[src/shb_pkg.sv]
// ----------------------------------------------------------------------------
// Histogram binner package
// Widths, reset values, operation codes and shared types of the binner.
// ----------------------------------------------------------------------------
package shb_pkg;

  localparam int BIN_DEPTH_DEF   = 1024;
  localparam int COUNT_WIDTH_DEF = 32;

  localparam int SAMPLE_W    = 16;
  localparam int SCALE_W     = 16;
  localparam int BINS_USE_W  = 11;
  localparam int BIN_FIELD_W = 10;
  localparam int SEL_W       = 2;
  localparam int VALUE_W     = 48;
  localparam int SUM_W       = 48;
  localparam int PROD_W      = 32;
  localparam int IDX_W       = 16;
  localparam int LIMIT_W     = 17;
  localparam int CFG_IDX_W   = 2;
  localparam int CFG_DATA_W  = 16;

  localparam logic signed [SAMPLE_W-1:0] BASE_RST     = 16'sd0;
  localparam logic [SCALE_W-1:0]         SCALE_RST    = 16'd2000;
  localparam logic [BINS_USE_W-1:0]      BINS_USE_RST = 11'd1000;

  typedef enum logic [1:0] {
    MODE_CLEAR    = 2'd0,
    MODE_SAMPLE   = 2'd1,
    MODE_READ_BIN = 2'd2,
    MODE_READ_SUM = 2'd3
  } shb_mode_e;

  typedef enum logic [1:0] {
    STATUS_BINNED = 2'd0,
    STATUS_BELOW  = 2'd1,
    STATUS_ABOVE  = 2'd2,
    STATUS_NONE   = 2'd3
  } shb_status_e;

  typedef enum logic [1:0] {
    SEL_COUNT = 2'd0,
    SEL_SUM   = 2'd1,
    SEL_BELOW = 2'd2,
    SEL_ABOVE = 2'd3
  } shb_sum_sel_e;

  typedef enum logic [CFG_IDX_W-1:0] {
    CFG_BIN_BASE    = 2'd0,
    CFG_BIN_SCALE   = 2'd1,
    CFG_BINS_IN_USE = 2'd2
  } shb_cfg_idx_e;

  typedef enum logic [2:0] {
    ST_CLEAR,
    ST_IDLE,
    ST_CALC,
    ST_UPDATE,
    ST_DONE
  } shb_state_e;

  typedef struct packed {
    logic                       clear;
    logic                       upd;
    logic signed [SAMPLE_W-1:0] sample;
    logic                       below;
    logic                       above;
  } shb_sum_cmd_t;

  typedef struct packed {
    logic [BIN_FIELD_W-1:0]    placed;
    shb_status_e               status;
    logic signed [VALUE_W-1:0] value;
  } shb_result_t;

endpackage

[src/shb_summary.sv]
// ----------------------------------------------------------------------------
// Summary counters
// Sample count, saturating sample sum and the under and overflow counters.
// ----------------------------------------------------------------------------
module shb_summary
  import shb_pkg::*;
#(
  parameter int COUNT_WIDTH = COUNT_WIDTH_DEF
) (
  input  logic                      clk_i,
  input  logic                      rst_ni,
  input  shb_sum_cmd_t              cmd_i,
  input  logic [SEL_W-1:0]          sel_i,
  output logic signed [VALUE_W-1:0] value_o
);

  logic [COUNT_WIDTH-1:0] count_q, count_d;
  logic [COUNT_WIDTH-1:0] below_q, below_d;
  logic [COUNT_WIDTH-1:0] above_q, above_d;
  logic signed [SUM_W-1:0] sum_q, sum_d;
  logic signed [SUM_W:0]   sum_wide;

  assign sum_wide = $signed({sum_q[SUM_W-1], sum_q}) + (SUM_W + 1)'(cmd_i.sample);

  always_comb begin
    count_d = count_q;
    below_d = below_q;
    above_d = above_q;
    sum_d   = sum_q;
    if (cmd_i.clear) begin
      count_d = '0;
      below_d = '0;
      above_d = '0;
      sum_d   = '0;
    end else if (cmd_i.upd) begin
      count_d = (count_q == '1) ? count_q : count_q + 1'b1;
      if (cmd_i.below) begin
        below_d = (below_q == '1) ? below_q : below_q + 1'b1;
      end
      if (cmd_i.above) begin
        above_d = (above_q == '1) ? above_q : above_q + 1'b1;
      end
      if (sum_wide[SUM_W] != sum_wide[SUM_W-1]) begin
        sum_d = sum_wide[SUM_W] ? {1'b1, {(SUM_W-1){1'b0}}} : {1'b0, {(SUM_W-1){1'b1}}};
      end else begin
        sum_d = sum_wide[SUM_W-1:0];
      end
    end
  end

  always_ff @(posedge clk_i or negedge rst_ni) begin
    if (!rst_ni) begin
      count_q <= '0;
      below_q <= '0;
      above_q <= '0;
      sum_q   <= '0;
    end else begin
      count_q <= count_d;
      below_q <= below_d;
      above_q <= above_d;
      sum_q   <= sum_d;
    end
  end

  always_comb begin
    unique case (shb_sum_sel_e'(sel_i))
      SEL_COUNT: value_o = VALUE_W'(count_q);
      SEL_SUM:   value_o = sum_q;
      SEL_BELOW: value_o = VALUE_W'(below_q);
      SEL_ABOVE: value_o = VALUE_W'(above_q);
      default:   value_o = '0;
    endcase
  end

endmodule

[config.mk]
export PLATFORM = sky130hd
export DESIGN_NAME = shb_summary
export DESIGN_NICKNAME = d
export VERILOG_FILES = /design/src/shb_pkg.sv /design/src/shb_summary.sv
export SDC_FILE = /design/constraint.sdc
export NUM_CORES = 1
export LEC_CHECK = 0
export ABC_AREA = 1
export BUFFER_PORTS_ARGS = -buffer_cell sky130_fd_sc_hd__clkbuf_2
export CORE_MARGIN = 2
export CORE_UTILIZATION = 45
export DETAILED_ROUTE_END_ITERATION = 16
export RECOVER_POWER = 100
export SKIP_CTS_REPAIR_TIMING = 1
export SYNTH_ARGS = -nofsm -noshare
export SYNTH_HDL_FRONTEND = slang
export SYNTH_SLANG_ARGS = --single-unit
[constraint.sdc]
create_clock -name clk_i -period 2.42 [get_ports clk_i]
set_input_delay 0.242 -clock clk_i [delete_from_list [all_inputs] [get_ports clk_i]]
set_output_delay 0.242 -clock clk_i [all_outputs]
set_load 0.01 [all_outputs]
==> run summary <==
In this run the critical register-to-register path is launched from sum_q[0]. Counting the buffers created by CTS gives 17. The analysis attributes to cell leakage a power of 0.007751 µW.

The xor/xnor cell area share of the yosys netlist was 0.04794; the cell row count was 62. The number of standard cells in the final layout excluding fillers was 2750. Setup repair after global routing could not meet its margin everywhere. The worst-case IR drop observed on VDD is 0.0005756 V. Count of nets left with antenna violations after detail routing: 0.

The synthesized net count is 2160, and the share of the synthesized area in the top cell type is 0.2778. The final max-slew violation count was 0; the global placement routability congestion was 0.9306. In the layout the commonest cells are 749 x nand2_1, 276 x inv_1, 208 x buf_4, 163 x nor2_1, 141 x dfrtp_1. The smallest clock period supported by the final layout is computed as 2557 ps.

The post-synthesis instance total was 2084. For this run, design rule violations remaining after detail routing come to 0. The worst setup path is captured at a flip-flop. Clock tree synthesis found a total of 144 sinks.

For flop-to-flop paths, the worst setup slack is -140 ps. The mean post-synth cell area works out to 6.224 µm². The area of the die came out at 0.03020 mm².

The clock tree synthesis step divided the H-tree into 4 levels. The largest individual stage delay along the critical path comes from the cell dfrtp_1. The final reports fail on negative setup slack. The final setup TNS was -5484 ps. The count of flip-flops with a built-in enable after synthesis is 0, and the clock latency on the worst-skew pair is 450 ps. The vias after detailed routing came out at 14.83k. The most common library cell in the layout ignoring fill and taps was nand2_1. Relative to the synthesized area, the layout overhead comes to 28.90%. The share of cell area taken by muxes after synthesis was 0. The final critical-path setup slack was -137.3 ps; the number of diodes added for antenna fixing was 0. Counting along the longest clock path gives a buffer depth of 2. The transition at the pin with the smallest max-transition slack works out to 1062 ps.

The number of antenna violations at the first check in global routing is 0, and the via density per instance is 5.391. The design draws 12450 µW. The via count of the first global-routing pass is 13.88k, and the final HPWL from detailed placement is 37.78 mm. Once placement finished, the instance area stood at 0.01521 mm².

The critical path in this run is classified as reg -> reg. The tools report the overall routed net length as 49.62 mm. The share of synthesized flip-flops with an asynchronous set or reset was 1.000; the core outline area was 0.02855 mm². The tools report the first-pass iteration count of the detailed router as 5. Among all flip-flop cells after synthesis, the most frequent one is dfrtp_1. At the worst endpoint, the arrival time is 2940 ps. The peak fanout along the critical path is 8.

The hold violation total from the final report is 0. In this run the critical register-to-register path is captured at sum_q[19]. The filler cells instantiated in the layout total 2895. Part of the Yosys area used for sequential elements: 0.2778.

The most repeated library cell on the critical path is nand2_2. The run finished, with violations left. After synthesis, the largest family of logic cells by area is simple AND/OR/NAND/NOR gates. The run gives 0.3145 as the total global routing track utilization.

The fraction of final layout cells with drive strength greater than 1 is 0.1847. The fraction of the mapped netlist area in compound gates came out at 0.1104. Hold timing on the final database bottoms out at a slack of 161.7 ps. The pin count of the biggest net entering global routing was 59; the total power density per cell area was 744.9 mW/mm². During placement, the flow inserted port buffers numbering 71.

The depth of the worst hold-timing path works out to 2. The min-delay analysis places its worst path in the category in -> reg. TritonCTS built the clock tree. The synthesized design spends more area on one cell type than any other, namely dfrtp_1. The die is 173.8 µm tall.

Data on the critical path is required at its endpoint by 2810 ps. The fraction of the cycle the final worst path needs was 1.057; the cell depth of the worst flop-to-flop path was 17. Sorting the synthesized cells by area gives the leading types as dfrtp_1 28%, nand2_1 22%, inv_1 8.0%. The met3 usage in global routing came out at 0.04101. STA classifies the critical path startpoint as a flip-flop. The met2 track demand over resource is 0.5256.

The path with the worst hold slack has its endpoint at count_q[31]. The worst slew margin relative to its limit is 0.2921. The most congested layer reported by global routing is met2. For the number of placed instances with taps included, the log shows 2697. The aggregate global routing overflow was 0.

The run gives 0.01672 mm² as the design area. The number of unique standard cell types used by synthesis was 40; the average detailed-routed wire length per instance was 18.04 µm. The tools report the met1 layer usage reported by global route as 0.4127. For this run, the number of Yosys warnings is 0.

Timing would allow up to 391.0 MHz. The initial cell density of the core is 0.4544. Max-cap check violation count: 0. In this run the most critical hold path is launched from cmd_i[19]. The post-synthesis sequential element count works out to 144.

Worst clock skew: 15.65 ps. The first global-routing pass estimated 74.58 mm of wire. In this run the count of I/O pins placed on the die edge is 72. The synthesized-area fraction occupied by adder cells came out at 0.05074. The critical path goes through ha_4 -> fa_2 -> nand2_2 -> nand3_2 -> nand3_2 -> nand2_2 -> nand2_2 -> nand2_4 -> nand2_4 -> nand3_2 -> nand2_2 -> nand2_4 -> a21oi_4 -> buf_12 -> buf_6 -> nand2_1 -> nand2_1. The violation count after the first detailed-route iteration was 1125. The final layout contains 2429 nets. The die is 173.8 µm wide.

After synthesis the cells add up to 0.01297 mm². The final-report setup violation count was 47; the delay contributed by the slowest stage of the critical path was 420 ps. The area fraction in and, or, nand and nor cells after synthesis is 0.4066. The buffer type at the clock tree root was clkbuf_16.

The clock transition at the registers of the reported paths is 80 ps.
## synthesized netlist by cell type (19+ instances only)
master       n
o31ai_1     37
nand4_1     55
nand3_1    103
dfrtp_1    144
xnor2_1     31
o21bai_1    19
clkbuf_1    28
nor2_1     176
nand2_1    770
ha_1        51
o21ai_0     51
inv_1      275
xor2_1      40
o2111ai_1   26
nor3_1      68
a21oi_1     75
## worst max-delay path: cells and delay by family (launching register included)
| kind | cells | cell delay, ps |
|---|---|---|
| and+or+nand+nor | 12 | 1000 |
| DFF | 1 | 420 |
| buffers and inverters | 2 | 310 |
| AOI/OAI and AO/OA | 1 | 200 |
| adders and majority gates | 2 | 580 |
## metrics by stage
step	util	setup slack [ps]
floorplan	-	63.61
global placement	0.5329	-230.4
detailed placement	0.5329	-232.7
CTS	0.5531	-165.9
global route	0.5857	-241.4
finish	0.5857	-137.3
## metal layers
metal / part of all wire / vias up
met5: 0 / -
met4: 0.045 / 0
met1: 0.43 / 6930
met3: 0.054 / 114
met2: 0.47 / 519
li1: - / 7263
## how the worst max path moves through the flow
stage                      endpoint       from  slack [ps]
after detailed placement  sum_q[15]  cmd_i[17]        -230
after CTS                 sum_q[15]   sum_q[0]        -170
final                     sum_q[19]   sum_q[0]        -140
after global routing       sum_q[1]   sum_q[0]        -240
after floorplan           sum_q[27]   sum_q[0]          60
after global placement     sum_q[9]  cmd_i[17]        -230
## kinds of logic after synthesis
group                      Yosys count
and+or+nand+nor                   1244
buffers and inverters              341
AOI/OAI and AO/OA                  232
DFF                                144
xor gates and xnor gates            71
adders and majority gates           52
## cell type report
class | count | area, µm² | share of cell area
Clock buffer | 17 | 425.4 | 0.02544
Timing Repair Buffer | 304 | 2263 | 0.1354
Clock inverter | 15 | 151.4 | 0.009055
Sequential cell | 144 | 3607 | 0.2157
Inverter | 287 | 1087 | 0.06503
Tap cell | 384 | 480.5 | 0.02874
Multi-Input combinational cell | 1599 | 8705 | 0.5206
## power breakdown
part           internal (µW)  switching [µW]  leakage (µW)
logic                   3060            3680       0.00551
clock network           1450            1270      0.000273
registers               2650             345       0.00197
## sequential cells by signal, summed over array words and instances (netlist names)
| signal | flops |
|---|---|
| above_q | 32 |
| sum_q | 48 |
| count_q | 32 |
| below_q | 32 |
(Power assumes the default switching activity.)
